<file path="src/rtl/core/sha_pkg.sv">
// Shared types, constants and round functions for the SHA-256 engine.
package sha_pkg;

  localparam int unsigned NumRounds = 64;
  localparam int unsigned WinDepth  = 16;

  typedef enum logic [2:0] {
    ST_IDLE,
    ST_APPEND,
    ST_ROUND,
    ST_FEED,
    ST_OUT
  } state_e;

  typedef enum logic [2:0] {
    PH_DATA,
    PH_DATA_LAST,
    PH_PAD,
    PH_LENHI,
    PH_LENLO
  } phase_e;

  typedef enum logic [2:0] {
    REG_RAW_MODE = 3'd0,
    REG_ROUNDS   = 3'd1,
    REG_SV01     = 3'd2,
    REG_SV23     = 3'd3,
    REG_SV45     = 3'd4,
    REG_SV67     = 3'd5
  } reg_idx_e;

  localparam logic [31:0] StdIv [8] = '{
    32'h6a09e667, 32'hbb67ae85, 32'h3c6ef372, 32'ha54ff53a,
    32'h510e527f, 32'h9b05688c, 32'h1f83d9ab, 32'h5be0cd19
  };

  localparam logic [31:0] RoundK [64] = '{
    32'h428a2f98, 32'h71374491, 32'hb5c0fbcf, 32'he9b5dba5,
    32'h3956c25b, 32'h59f111f1, 32'h923f82a4, 32'hab1c5ed5,
    32'hd807aa98, 32'h12835b01, 32'h243185be, 32'h550c7dc3,
    32'h72be5d74, 32'h80deb1fe, 32'h9bdc06a7, 32'hc19bf174,
    32'he49b69c1, 32'hefbe4786, 32'h0fc19dc6, 32'h240ca1cc,
    32'h2de92c6f, 32'h4a7484aa, 32'h5cb0a9dc, 32'h76f988da,
    32'h983e5152, 32'ha831c66d, 32'hb00327c8, 32'hbf597fc7,
    32'hc6e00bf3, 32'hd5a79147, 32'h06ca6351, 32'h14292967,
    32'h27b70a85, 32'h2e1b2138, 32'h4d2c6dfc, 32'h53380d13,
    32'h650a7354, 32'h766a0abb, 32'h81c2c92e, 32'h92722c85,
    32'ha2bfe8a1, 32'ha81a664b, 32'hc24b8b70, 32'hc76c51a3,
    32'hd192e819, 32'hd6990624, 32'hf40e3585, 32'h106aa070,
    32'h19a4c116, 32'h1e376c08, 32'h2748774c, 32'h34b0bcb5,
    32'h391c0cb3, 32'h4ed8aa4a, 32'h5b9cca4f, 32'h682e6ff3,
    32'h748f82ee, 32'h78a5636f, 32'h84c87814, 32'h8cc70208,
    32'h90befffa, 32'ha4506ceb, 32'hbef9a3f7, 32'hc67178f2
  };

  function automatic logic [31:0] bsig0(input logic [31:0] x);
    return {x[1:0], x[31:2]} ^ {x[12:0], x[31:13]} ^ {x[21:0], x[31:22]};
  endfunction

  function automatic logic [31:0] bsig1(input logic [31:0] x);
    return {x[5:0], x[31:6]} ^ {x[10:0], x[31:11]} ^ {x[24:0], x[31:25]};
  endfunction

  function automatic logic [31:0] ssig0(input logic [31:0] x);
    return {x[6:0], x[31:7]} ^ {x[17:0], x[31:18]} ^ {3'b000, x[31:3]};
  endfunction

  function automatic logic [31:0] ssig1(input logic [31:0] x);
    return {x[16:0], x[31:17]} ^ {x[18:0], x[31:19]} ^ {10'd0, x[31:10]};
  endfunction

endpackage

</file>
<file path="src/rtl/core/sha_if.sv">
// Valid/ready stream interfaces for message items and digest items.
interface sha_in_if;
  logic        valid;
  logic        ready;
  logic [31:0] message_word;
  logic [2:0]  valid_bytes;
  logic        last_word;

  modport source (output valid, message_word, valid_bytes, last_word, input ready);
  modport sink   (input valid, message_word, valid_bytes, last_word, output ready);
endinterface

interface sha_out_if;
  logic        valid;
  logic        ready;
  logic [31:0] digest_word;
  logic [2:0]  word_index;
  logic        last_of_digest;
  logic        length_error;

  modport source (output valid, digest_word, word_index, last_of_digest, length_error,
                  input ready);
  modport sink   (input valid, digest_word, word_index, last_of_digest, length_error,
                  output ready);
endinterface

</file>
<file path="src/rtl/core/sha256_hash_engine.sv">
// SHA-256 engine top level: sequencer, round unit, schedule window, APB registers.
// Message words enter on in_ch; each item is one big-endian word, and the word marked
// last closes the message, after which eight digest items leave on out_ch (index 0..7).
// In standard mode the engine pads the message and hashes from the fixed IV; in raw mode
// (register 0) it compresses exactly one 64-byte block from the start value in registers
// 2..5 for round_count rounds, and a raw message of any other length yields eight zero
// words with length_error set. One shared round unit runs one round per cycle; a
// compression holds the round state for its rounds and one more step in which the count
// only reaches its limit, then a feed-forward step adds the working state into the chain.
// In standard mode each word is accepted and then appended to the window, and a word
// that fills the block starts a compression. A raw word that is not last is only
// accepted. A standard last word also appends the padding words one by one with one or
// two compressions; any last word then leads to digest output, longer when out_ch stalls.
// in_ch.ready is high only while the engine is idle. Registers sit on a 64-bit APB port,
// register i at byte address 8*i; writes are meant only while the engine is idle.
module sha256_hash_engine (
  input  logic        clk_i,
  input  logic        rst_ni,
  sha_in_if.sink      in_ch,
  sha_out_if.source   out_ch,
  input  logic        psel,
  input  logic        penable,
  input  logic        pwrite,
  input  logic [5:0]  paddr,
  input  logic [63:0] pwdata,
  output logic [63:0] prdata,
  output logic        pready
);

  // configuration
  logic        raw_q;
  logic [6:0]  rc_q;
  logic [63:0] sv_q [4];

  // message control
  sha_pkg::state_e state_q, state_d, ret_q, ret_d;
  sha_pkg::phase_e ph_q;
  logic [63:0] blen_q;
  logic [4:0]  wib_q;
  logic [6:0]  rnd_q, lim_q;
  logic [2:0]  idx_q;
  logic        err_q;
  logic [31:0] app_q;

  // datapath
  logic [31:0] chain_q [8];
  logic [31:0] work_q  [8];
  logic [31:0] win_q   [16];

  logic        in_acc, out_acc, cfg_wr;
  logic [2:0]  nb;
  logic [63:0] blen_n;
  logic [4:0]  wib_n, wib_inc;
  logic        raw_ok;
  logic [31:0] pad_word;
  logic [31:0] w_new, t1, t2, ch, mj;

  assign pready = 1'b1;
  assign cfg_wr = psel && penable && pwrite;

  // ---------------- APB registers ----------------
  always_comb begin
    prdata = '0;
    unique case (paddr[5:3])
      sha_pkg::REG_RAW_MODE: prdata = {63'd0, raw_q};
      sha_pkg::REG_ROUNDS:   prdata = {57'd0, rc_q};
      sha_pkg::REG_SV01:     prdata = sv_q[0];
      sha_pkg::REG_SV23:     prdata = sv_q[1];
      sha_pkg::REG_SV45:     prdata = sv_q[2];
      sha_pkg::REG_SV67:     prdata = sv_q[3];
      default:               prdata = '0;
    endcase
  end

  always_ff @(posedge clk_i or negedge rst_ni) begin
    if (!rst_ni) begin
      raw_q <= 1'b0;
      rc_q  <= 7'd64;
      for (int i = 0; i < 4; i++) sv_q[i] <= '0;
    end else if (cfg_wr) begin
      unique case (paddr[5:3])
        sha_pkg::REG_RAW_MODE: raw_q <= pwdata[0];
        sha_pkg::REG_ROUNDS:   rc_q  <= (pwdata[6:0] > 7'd64) ? 7'd64 : pwdata[6:0];
        sha_pkg::REG_SV01:     sv_q[0] <= pwdata;
        sha_pkg::REG_SV23:     sv_q[1] <= pwdata;
        sha_pkg::REG_SV45:     sv_q[2] <= pwdata;
        sha_pkg::REG_SV67:     sv_q[3] <= pwdata;
        default: ;
      endcase
    end
  end

  // ---------------- item decode ----------------
  assign in_acc  = in_ch.valid && in_ch.ready;
  assign out_acc = out_ch.valid && out_ch.ready;

  // only a last word may carry fewer than four bytes; 5..7 count as four
  assign nb = (!in_ch.last_word || in_ch.valid_bytes > 3'd4) ? 3'd4 : in_ch.valid_bytes;
  assign blen_n  = blen_q + {58'd0, nb, 3'b000};
  assign wib_inc = wib_q + 5'd1;
  // raw words past the sixteenth are counted but not stored
  assign wib_n   = (nb != 3'd0 && wib_q < 5'd16) ? wib_inc : wib_q;
  assign raw_ok  = (blen_n == 64'd512) && (wib_n == 5'd16);

  // partial last word: keep valid bytes, then the 0x80 marker byte
  always_comb begin
    case (nb[1:0])
      2'd0:    pad_word = 32'h8000_0000;
      2'd1:    pad_word = {in_ch.message_word[31:24], 24'h80_0000};
      2'd2:    pad_word = {in_ch.message_word[31:16], 16'h8000};
      default: pad_word = {in_ch.message_word[31:8], 8'h80};
    endcase
  end

  // ---------------- round unit ----------------
  assign w_new = sha_pkg::ssig1(win_q[14]) + win_q[9] + sha_pkg::ssig0(win_q[1]) + win_q[0];
  assign ch    = (work_q[4] & work_q[5]) ^ (~work_q[4] & work_q[6]);
  assign mj    = (work_q[0] & work_q[1]) ^ (work_q[0] & work_q[2]) ^ (work_q[1] & work_q[2]);
  assign t1    = work_q[7] + sha_pkg::bsig1(work_q[4]) + ch
               + sha_pkg::RoundK[rnd_q[5:0]] + win_q[0];
  assign t2    = sha_pkg::bsig0(work_q[0]) + mj;

  // ---------------- next state ----------------
  always_comb begin
    state_d = state_q;
    ret_d   = ret_q;
    unique case (state_q)
      sha_pkg::ST_IDLE: begin
        if (in_acc) begin
          if (!raw_q) begin
            state_d = sha_pkg::ST_APPEND;
          end else if (in_ch.last_word) begin
            state_d = raw_ok ? sha_pkg::ST_ROUND : sha_pkg::ST_OUT;
            ret_d   = sha_pkg::ST_OUT;
          end
        end
      end
      sha_pkg::ST_APPEND: begin
        if (wib_q == 5'd16) begin
          // window left full by raw words: compress it first
          state_d = sha_pkg::ST_ROUND;
          ret_d   = sha_pkg::ST_APPEND;
        end else begin
          unique case (ph_q)
            sha_pkg::PH_DATA:  ret_d = sha_pkg::ST_IDLE;
            sha_pkg::PH_LENLO: ret_d = sha_pkg::ST_OUT;
            default:           ret_d = sha_pkg::ST_APPEND;
          endcase
          state_d = (wib_inc == 5'd16) ? sha_pkg::ST_ROUND : ret_d;
        end
      end
      sha_pkg::ST_ROUND: if (rnd_q == lim_q) state_d = sha_pkg::ST_FEED;
      sha_pkg::ST_FEED:  state_d = ret_q;
      sha_pkg::ST_OUT:   if (out_acc && idx_q == 3'd7) state_d = sha_pkg::ST_IDLE;
      default:           state_d = sha_pkg::ST_IDLE;
    endcase
  end

  // ---------------- handshake outputs ----------------
  always_comb begin
    in_ch.ready           = (state_q == sha_pkg::ST_IDLE);
    out_ch.valid          = (state_q == sha_pkg::ST_OUT);
    out_ch.digest_word    = err_q ? 32'd0 : chain_q[idx_q];
    out_ch.word_index     = idx_q;
    out_ch.last_of_digest = (idx_q == 3'd7);
    out_ch.length_error   = err_q;
  end

  // ---------------- control registers ----------------
  always_ff @(posedge clk_i or negedge rst_ni) begin
    if (!rst_ni) begin
      state_q <= sha_pkg::ST_IDLE;
      ret_q   <= sha_pkg::ST_IDLE;
      ph_q    <= sha_pkg::PH_DATA;
      blen_q  <= '0;
      wib_q   <= '0;
      rnd_q   <= '0;
      lim_q   <= 7'd64;
      idx_q   <= '0;
      err_q   <= 1'b0;
      for (int i = 0; i < 8; i++) chain_q[i] <= sha_pkg::StdIv[i];
    end else begin
      state_q <= state_d;
      ret_q   <= ret_d;
      unique case (state_q)
        sha_pkg::ST_IDLE: begin
          if (in_acc) begin
            idx_q <= '0;
            rnd_q <= '0;
            if (raw_q) begin
              wib_q  <= wib_n;
              blen_q <= blen_n;
              err_q  <= !raw_ok;
              lim_q  <= rc_q;
              if (in_ch.last_word && raw_ok) begin
                for (int i = 0; i < 4; i++) begin
                  chain_q[2*i]   <= sv_q[i][63:32];
                  chain_q[2*i+1] <= sv_q[i][31:0];
                end
              end
            end else begin
              err_q  <= 1'b0;
              lim_q  <= 7'd64;
              blen_q <= blen_n;
              if (nb == 3'd4) begin
                ph_q <= in_ch.last_word ? sha_pkg::PH_DATA_LAST : sha_pkg::PH_DATA;
              end else begin
                ph_q <= sha_pkg::PH_PAD;
              end
            end
          end
        end
        sha_pkg::ST_APPEND: begin
          rnd_q <= '0;
          if (wib_q != 5'd16) begin
            wib_q <= wib_inc;
            unique case (ph_q)
              sha_pkg::PH_DATA_LAST: ph_q <= sha_pkg::PH_PAD;
              sha_pkg::PH_PAD: if (wib_inc == 5'd14) ph_q <= sha_pkg::PH_LENHI;
              sha_pkg::PH_LENHI: ph_q <= sha_pkg::PH_LENLO;
              default: ;
            endcase
          end
        end
        sha_pkg::ST_ROUND: if (rnd_q != lim_q) rnd_q <= rnd_q + 7'd1;
        sha_pkg::ST_FEED: begin
          wib_q <= '0;
          for (int i = 0; i < 8; i++) chain_q[i] <= chain_q[i] + work_q[i];
        end
        sha_pkg::ST_OUT: begin
          if (out_acc) begin
            idx_q <= idx_q + 3'd1;
            if (idx_q == 3'd7) begin
              // message done: back to the standard start
              blen_q <= '0;
              wib_q  <= '0;
              for (int i = 0; i < 8; i++) chain_q[i] <= sha_pkg::StdIv[i];
            end
          end
        end
        default: ;
      endcase
    end
  end

  // ---------------- datapath registers ----------------
  always_ff @(posedge clk_i) begin
    unique case (state_q)
      sha_pkg::ST_IDLE: begin
        if (in_acc) begin
          if (raw_q) begin
            if (nb != 3'd0 && wib_q < 5'd16) begin
              for (int i = 0; i < 15; i++) win_q[i] <= win_q[i+1];
              win_q[15] <= in_ch.message_word;
            end
            for (int i = 0; i < 4; i++) begin
              work_q[2*i]   <= sv_q[i][63:32];
              work_q[2*i+1] <= sv_q[i][31:0];
            end
          end else begin
            app_q <= (nb == 3'd4) ? in_ch.message_word : pad_word;
          end
        end
      end
      sha_pkg::ST_APPEND: begin
        for (int i = 0; i < 8; i++) work_q[i] <= chain_q[i];
        if (wib_q != 5'd16) begin
          for (int i = 0; i < 15; i++) win_q[i] <= win_q[i+1];
          win_q[15] <= app_q;
          unique case (ph_q)
            sha_pkg::PH_DATA_LAST: app_q <= 32'h8000_0000;
            sha_pkg::PH_PAD:       app_q <= (wib_inc == 5'd14) ? blen_q[63:32] : 32'd0;
            sha_pkg::PH_LENHI:     app_q <= blen_q[31:0];
            default: ;
          endcase
        end
      end
      sha_pkg::ST_ROUND: begin
        if (rnd_q != lim_q) begin
          for (int i = 0; i < 15; i++) win_q[i] <= win_q[i+1];
          win_q[15] <= w_new;
          work_q[7] <= work_q[6];
          work_q[6] <= work_q[5];
          work_q[5] <= work_q[4];
          work_q[4] <= work_q[3] + t1;
          work_q[3] <= work_q[2];
          work_q[2] <= work_q[1];
          work_q[1] <= work_q[0];
          work_q[0] <= t1 + t2;
        end
      end
      default: ;
    endcase
  end

`ifndef SYNTHESIS
  a_ready_not_busy: assert property (@(posedge clk_i) disable iff (!rst_ni)
    in_ch.ready |-> !out_ch.valid)
    else $error("input ready while digest pending");
  a_wib_range: assert property (@(posedge clk_i) disable iff (!rst_ni)
    wib_q <= 5'd16)
    else $error("block word count out of range");
  a_round_bound: assert property (@(posedge clk_i) disable iff (!rst_ni)
    (state_q == sha_pkg::ST_ROUND) |-> (rnd_q <= lim_q && lim_q <= 7'd64))
    else $error("round counter past limit");
  a_digest_end: assert property (@(posedge clk_i) disable iff (!rst_ni)
    (out_acc && idx_q == 3'd7) |=> in_ch.ready)
    else $error("engine not idle after last digest item");
`endif

endmodule

</file>
<file path="src/flat_wrapper.sv">
// flat-port wrapper written by rule: the top's interface ports become plain ports
module sha256_hash_engine_flat 
  (clk_i, rst_ni, psel, penable, pwrite, paddr, pwdata, prdata, pready, in_ch_valid, in_ch_message_word, in_ch_valid_bytes, in_ch_last_word, in_ch_ready, out_ch_valid, out_ch_digest_word, out_ch_word_index, out_ch_last_of_digest, out_ch_length_error, out_ch_ready);
  sha_in_if in_ch_i ();
  sha_out_if out_ch_i ();
  input  logic clk_i;
  input  logic rst_ni;
  input  logic psel;
  input  logic penable;
  input  logic pwrite;
  input  logic [5:0] paddr;
  input  logic [63:0] pwdata;
  output logic [63:0] prdata;
  output logic pready;
  input wire logic [$bits(in_ch_i.valid)-1:0] in_ch_valid;
  input wire logic [$bits(in_ch_i.message_word)-1:0] in_ch_message_word;
  input wire logic [$bits(in_ch_i.valid_bytes)-1:0] in_ch_valid_bytes;
  input wire logic [$bits(in_ch_i.last_word)-1:0] in_ch_last_word;
  output wire logic [$bits(in_ch_i.ready)-1:0] in_ch_ready;
  output wire logic [$bits(out_ch_i.valid)-1:0] out_ch_valid;
  output wire logic [$bits(out_ch_i.digest_word)-1:0] out_ch_digest_word;
  output wire logic [$bits(out_ch_i.word_index)-1:0] out_ch_word_index;
  output wire logic [$bits(out_ch_i.last_of_digest)-1:0] out_ch_last_of_digest;
  output wire logic [$bits(out_ch_i.length_error)-1:0] out_ch_length_error;
  input wire logic [$bits(out_ch_i.ready)-1:0] out_ch_ready;
  assign in_ch_i.valid = in_ch_valid;
  assign in_ch_i.message_word = in_ch_message_word;
  assign in_ch_i.valid_bytes = in_ch_valid_bytes;
  assign in_ch_i.last_word = in_ch_last_word;
  assign in_ch_ready = in_ch_i.ready;
  assign out_ch_valid = out_ch_i.valid;
  assign out_ch_digest_word = out_ch_i.digest_word;
  assign out_ch_word_index = out_ch_i.word_index;
  assign out_ch_last_of_digest = out_ch_i.last_of_digest;
  assign out_ch_length_error = out_ch_i.length_error;
  assign out_ch_i.ready = out_ch_ready;
  sha256_hash_engine u_core (.clk_i(clk_i), .rst_ni(rst_ni), .in_ch(in_ch_i), .out_ch(out_ch_i), .psel(psel), .penable(penable), .pwrite(pwrite), .paddr(paddr), .pwdata(pwdata), .prdata(prdata), .pready(pready));
endmodule
</file>
<file path="config.mk">
export PLATFORM = sky130hd
export DESIGN_NAME = sha256_hash_engine_flat
export DESIGN_NICKNAME = d
export VERILOG_FILES = /design/src/rtl/core/sha_pkg.sv /design/src/rtl/core/sha_if.sv /design/src/rtl/core/sha256_hash_engine.sv /design/src/flat_wrapper.sv
export SDC_FILE = /design/constraint.sdc
export NUM_CORES = 2
export LEC_CHECK = 0
export ABC_CLOCK_PERIOD_IN_PS = 22200
export BUFFER_PORTS_ARGS = -buffer_cell sky130_fd_sc_hd__buf_4
export CORE_MARGIN = 1.5
export CORE_UTILIZATION = 55
export DETAILED_ROUTE_END_ITERATION = 16
export GPL_ROUTABILITY_DRIVEN = 0
export PLACE_DENSITY = 0.73
export SLEW_MARGIN = 20
export SYNTH_ARGS = -nofsm -noshare
export SYNTH_HDL_FRONTEND = slang
export SYNTH_SLANG_ARGS = --single-unit
</file>
<file path="constraint.sdc">
create_clock -name clk_i -period 22.2 [get_ports clk_i]
set_clock_uncertainty 0.15 [all_clocks]
set_input_delay 2.22 -clock clk_i [delete_from_list [all_inputs] [get_ports clk_i]]
set_output_delay 2.22 -clock clk_i [all_outputs]
set_load 0.02 [all_outputs]
</file>
# --- Word level (Yosys, flattened, before mapping) ---
# Memories as Yosys holds them, arrays and structs flattened.
# Index checks and enable logic that the tools add are counted.
totals:
  output_inout_bits: 104
  mem_count: 3
  ram_bits: 768
  elab_cells: 327
  reg_bits: 648
  input_bits: 113
  romBits: 2048
classes:
  n_eq_ne: 39
  reduce_logical: 37
  bitwise: 67
  muxes: 130
  n_lt_le_gt_ge: 5
  n_addsub: 22
memory_table:
  columns: ["name", "words", "word_bits", "read_ports", "rd_clocked_by_memory_dff", "write_ports", "line_no", "text"]
  rows:
  - ["(name not given)", 64, 32, 1, 0, 0, "sha256_hash_engine.sv:120", "+ sha_pkg::RoundK[rnd_q[5:0]] + win_q[0];"]
  - ["u_core.win_q", 16, 32, 16, 0, 16, "sha256_hash_engine.sv:48", "logic [31:0] win_q [16];"]
  - ["u_core.work_q", 8, 32, 8, 0, 8, "sha256_hash_engine.sv:47", "logic [31:0] work_q [8];"]
op_table:
  columns: ["operator", "n"]
  rows:
  - ["$mux W32", 58]
  - ["$mux W256", 5]
  - ["$pmux W256 S3", 1]
  - ["$add A32 B32 Y32", 18]
  - ["$pmux W64 S6", 1]
  - ["$xor A32 B32 Y32", 9]
  - ["$mux W64", 3]
  - ["$pmux W32 S3", 2]
  - ["$and A32 B32 Y32", 5]
  - ["$pmux W64 S2", 1]
  - ["$bmux W32 S3", 1]
  - ["$add A64 B6 Y64", 1]
  - ["$eq A64 B10 Y1 const B", 1]
  - ["$pmux W32 S2", 1]
  - ["$mux W3", 20]
  - ["$or A1 B1 Y1", 48]
  - ["$not A32 Y32", 1]
  - ["$xor A32 B22 Y32", 1]
  - ["$xor A32 B29 Y32", 1]
  - ["$mux W5", 6]
  - ["$mux W7", 4]
  - ["$pmux W3 S2", 4]
  - ["$pmux W7 S3", 1]
  - ["$pmux W5 S4", 1]
  - ["other kinds (41)", 106]

# --- Longest topological paths before layout ---
depth:
  word_depth: 13
  depth_mapped: 39
  ltp_nobuf: 36

# --- Worst setup path before layout ---
# Ideal clock, no wire load.
synth_path:
  kind: "register to register"
  from: "reg u_core.state_q[2]"
  to: "mem u_core.win_q[0][0] (enable)"
  stages_incl_launch_ff: 7
  t_required_ps: 20714
  t_arrival_ps: 21397
  slack_ps: -683
  period_less_slack_ps: 22883
  setup_ps: 1336
  cell_sequence: "dfrtp_1 -> clkbuf_1 -> inv_1 -> nand3_1 -> clkbuf_1 -> clkbuf_1 -> o21ai_0"
synth_lines:
  columns: ["item", "line_no", "text"]
  rows:
  - ["start: declaration", "sha256_hash_engine.sv:36", "sha_pkg::state_e state_q, state_d, ret_q, ret_d;"]
  - ["start signal: assignment", "sha256_hash_engine.sv:172", "state_q <= sha_pkg::ST_IDLE;"]
  - ["start signal: assignment", "sha256_hash_engine.sv:183", "state_q <= state_d;"]
  - ["end: declaration", "sha256_hash_engine.sv:48", null]

==> flow_metrics.env <==
export IMPL_status="finished, final reports clean"
export IMPL_async_flop_share_pct=43.3
export IMPL_std_cell_rows=147
export IMPL_r2r_slack_ns=10.90
export IMPL_drtIter0Drc=12100
export IMPL_clock_path_buffers=3
export IMPL_setup_viol=0
export IMPL_synth_net_count=9221
export IMPL_slew_headroom_pct=20.8
export IMPL_placed_area_mm2=0.0919
export IMPL_die_area_mm2=0.164
export IMPL_ant_nets=0
export IMPL_ys_warn_count=0
export IMPL_finalHoldViolCount=0
export IMPL_cts_resized_gates=0
export IMPL_core_area_mm2=0.160
export IMPL_critPathMaxStageDelay_ns=0.79
export IMPL_critPathSlowestCell="a2111oi_1"
export IMPL_maxSlewViolCount=0
export IMPL_cp_start_kind="register"
export IMPL_worstHoldStart="u_core.win_q[1][74]"
export IMPL_grt_use_total_pct=36.9
export IMPL_syn_area_per_cell_um2=10.4
export IMPL_syn_to_final_growth_pct=9.66
export IMPL_syn_area_mm2=0.0887
export IMPL_yosysTopAreaCell="edfxtp_1"
export IMPL_fin_area_mm2=0.0973
export IMPL_cts_setup_buffers=0
export IMPL_rsz0062_at_grt="no"
export IMPL_yosys_top_cells_count="905 x nand2_1, 800 x edfxtp_1, 769 x nor2_1, 500 x o21ai_0, 474 x dfrtp_1"
export IMPL_synth_edf_count=800
export IMPL_whs_ns=0.246
export IMPL_initial_core_util_pct=55.3
export IMPL_nets=9157
export IMPL_design_power_total_mw=6.11
export IMPL_antenna_found_initial=13
export IMPL_vias=73000
export IMPL_yosysMostFrequentCell="nand2_1"
export IMPL_max_freq_mhz=88.5
export IMPL_synth_top_flop_cell="edfxtp_1"
export IMPL_cp_arrival_ns=11.68
export IMPL_synth_cell_types=98
export IMPL_max_slew_worst_pin_slew_ns=1.17
export IMPL_clk_latency_ns=0.84
export IMPL_cp_required_ns=22.58
export IMPL_place_hpwl_um=217000
export IMPL_synth_top_area_share_pct=27.1
export IMPL_timing_rr_end="u_core.work_q[0][31]"
export IMPL_overflow=0
export IMPL_cts_tree="done"
export IMPL_drc=0
export IMPL_drive_gt1_share_pct=13.8
export IMPL_min_period_ns=11.30
export IMPL_wl_um=306000
export IMPL_synthCells=8515
export IMPL_root_buffer="clkbuf_16"
export IMPL_numPortBuffers=212
export IMPL_reg2reg_depth=33
export IMPL_hp_class="reg2reg"
export IMPL_synth_seq_area_share_pct=44.6
export IMPL_leakagePower_nw=40.5
export IMPL_num_io_pins=217
export IMPL_cts_sinks=1412
export IMPL_dr_pass1_iters=14
export IMPL_grt_max_degree=190
export IMPL_grt_pass1_vias=68600
export IMPL_hold_end="u_core.win_q[1][42]"
export IMPL_cp_end_kind="register"
export IMPL_clkTransAtPathRegs_ns=0.07
export IMPL_die_w_um=405
export IMPL_fin_setup_tns_ns=0
export IMPL_timing_rr_start="u_core.rnd_q[3]"
export IMPL_cp_max_fo=90
export IMPL_p_per_area_mw_per_mm2=62.8
export IMPL_grt_pass1_wl_um=448000
export IMPL_crit_type="reg2reg"
export IMPL_wl_per_cell_um=28.5
export IMPL_die_height_um=405
export IMPL_cts_max_level=4
export IMPL_fillers=12900
export IMPL_hold_buffers=0
export IMPL_numCtsBuffers=155
export IMPL_vdd_ir_drop_worst_mv=0.0813
export IMPL_viasPerCell=6.80
export IMPL_fin_crit_sh_pct=50.9
export IMPL_yosys_top_cells_area="edfxtp_1 27%, dfrtp_1 13%, ha_1 5.6%"
export IMPL_ys_seq_elements=1412
export IMPL_holdPathStages=0
export IMPL_max_cap_violations=0
[kinds of logic (layout without fill, tap and decap cells)]
| kind of cell | after synthesis | in the layout | synth area share, % |
|---|---|---|---|
| DFF | 1412 | 1412 | 44.6 |
| muxes | 544 | 544 | 7.51 |
| buffers and inverters | 784 | 847 | 3.48 |
| xor gates and xnor gates | 590 | 590 | 5.86 |
| other | 1 | 4 | 0.00423 |
| adders and majority gates | 616 | 616 | 10.3 |
| and+or+nand+nor | 2334 | 2334 | 11.6 |
| AOI/OAI and AO/OA | 2234 | 2234 | 16.7 |
[layout make-up]
cell class | count | area [um2] | area share, %
diodes | 3 | 7.51 | 0.00772
clock buffers | 212 | 4340 | 4.46
clock inverters | 72 | 1030 | 1.06
inverters | 255 | 957 | 0.984
multi-input cells | 6319 | 46300 | 47.6
flip-flops and latches | 1412 | 39500 | 40.6
well taps | 2160 | 2700 | 2.78
repair buffers | 308 | 2410 | 2.48
[state kept, by name, indices dropped and copies added (netlist names)]
register and cells:
u_core.chain_q 256, u_core.app_q 32, u_core.rc_q 7, u_core.out_ch.length_error 1, u_core.ph_q 3, u_core.ret_q 2
u_core.wib_q 5, u_core.sv_q 256, u_core.state_q 3, u_core.raw_q 1, u_core.lim_q 7, u_core.blen_q 61
u_core.out_ch.word_index 3, u_core.work_q 256, u_core.win_q 512, u_core.rnd_q 7
[power breakdown]
part / internal, mW / switching (mW)
Sequential: 2.85 / 0.187
Clock: 1.54 / 1.17
Combinational: 0.166 / 0.194
Total: 4.55 / 1.56
[how the worst max path moves through the flow]
| stage | from | to | slack, ns |
|---|---|---|---|
| finish | u_core.rnd_q[3] | u_core.work_q[0][31] | 10.90 |
| global route | u_core.rnd_q[3] | u_core.work_q[0][31] | 10.48 |
| CTS | u_core.rnd_q[3] | u_core.work_q[0][31] | 11.34 |
| detailed placement | u_core.rnd_q[3] | u_core.work_q[0][31] | 11.43 |
| global placement | u_core.rnd_q[3] | u_core.work_q[2][31] | 11.52 |
| floorplan | u_core.state_q[2] | u_core.win_q[2][100] | 6.31 |
[per-layer routing]
layer	share of wire, %	global-route usage [%]	wire length (um)
met5	0.041	0	126
met3	14	10.8	44300
met2	42	53.0	129000
met1	36	49.5	111000
met4	6.8	21.4	21000
[worst max-delay path: cells and delay by family (launching register included)]
kind                       cells  cell delay [ns]
adders and majority gates      6             2.68
and+or+nand+nor                8             1.46
AOI/OAI and AO/OA             15             4.81
buffers and inverters          3             0.88
DFF                            1             0.78
xor gates and xnor gates       1             0.16
[through the flow]
step	utilization (%)	cells	setup WS (ns)
finish	60.6	10700	10.90
global route	60.6	10700	10.48
CTS	60.6	10700	11.34
detailed placement	57.3	10500	11.43
global placement	57.3	10500	11.52
floorplan	-	8515	6.31
[placed cells by master (no fill, tap or decap), types with 72 or more instances in the layout]
cell         n
nand2_1    902
edfxtp_1   800
nor2_1     763
o21ai_0    497
dfrtp_1    466
xnor2_1    441
a21oi_1    432
ha_1       397
buf_4      299
mux2_2     292
a31oi_1    254
inv_1      253
fa_1       196
mux2i_1    184
o22ai_1    171
a21o_1     164
clkbuf_16  160
xor2_1     147
dfstp_2    138
nand3_1    127
nor3_1     127
a22oi_1    109
nand2b_1    72
No activity file was read; power rests on OpenSTA's default activity.
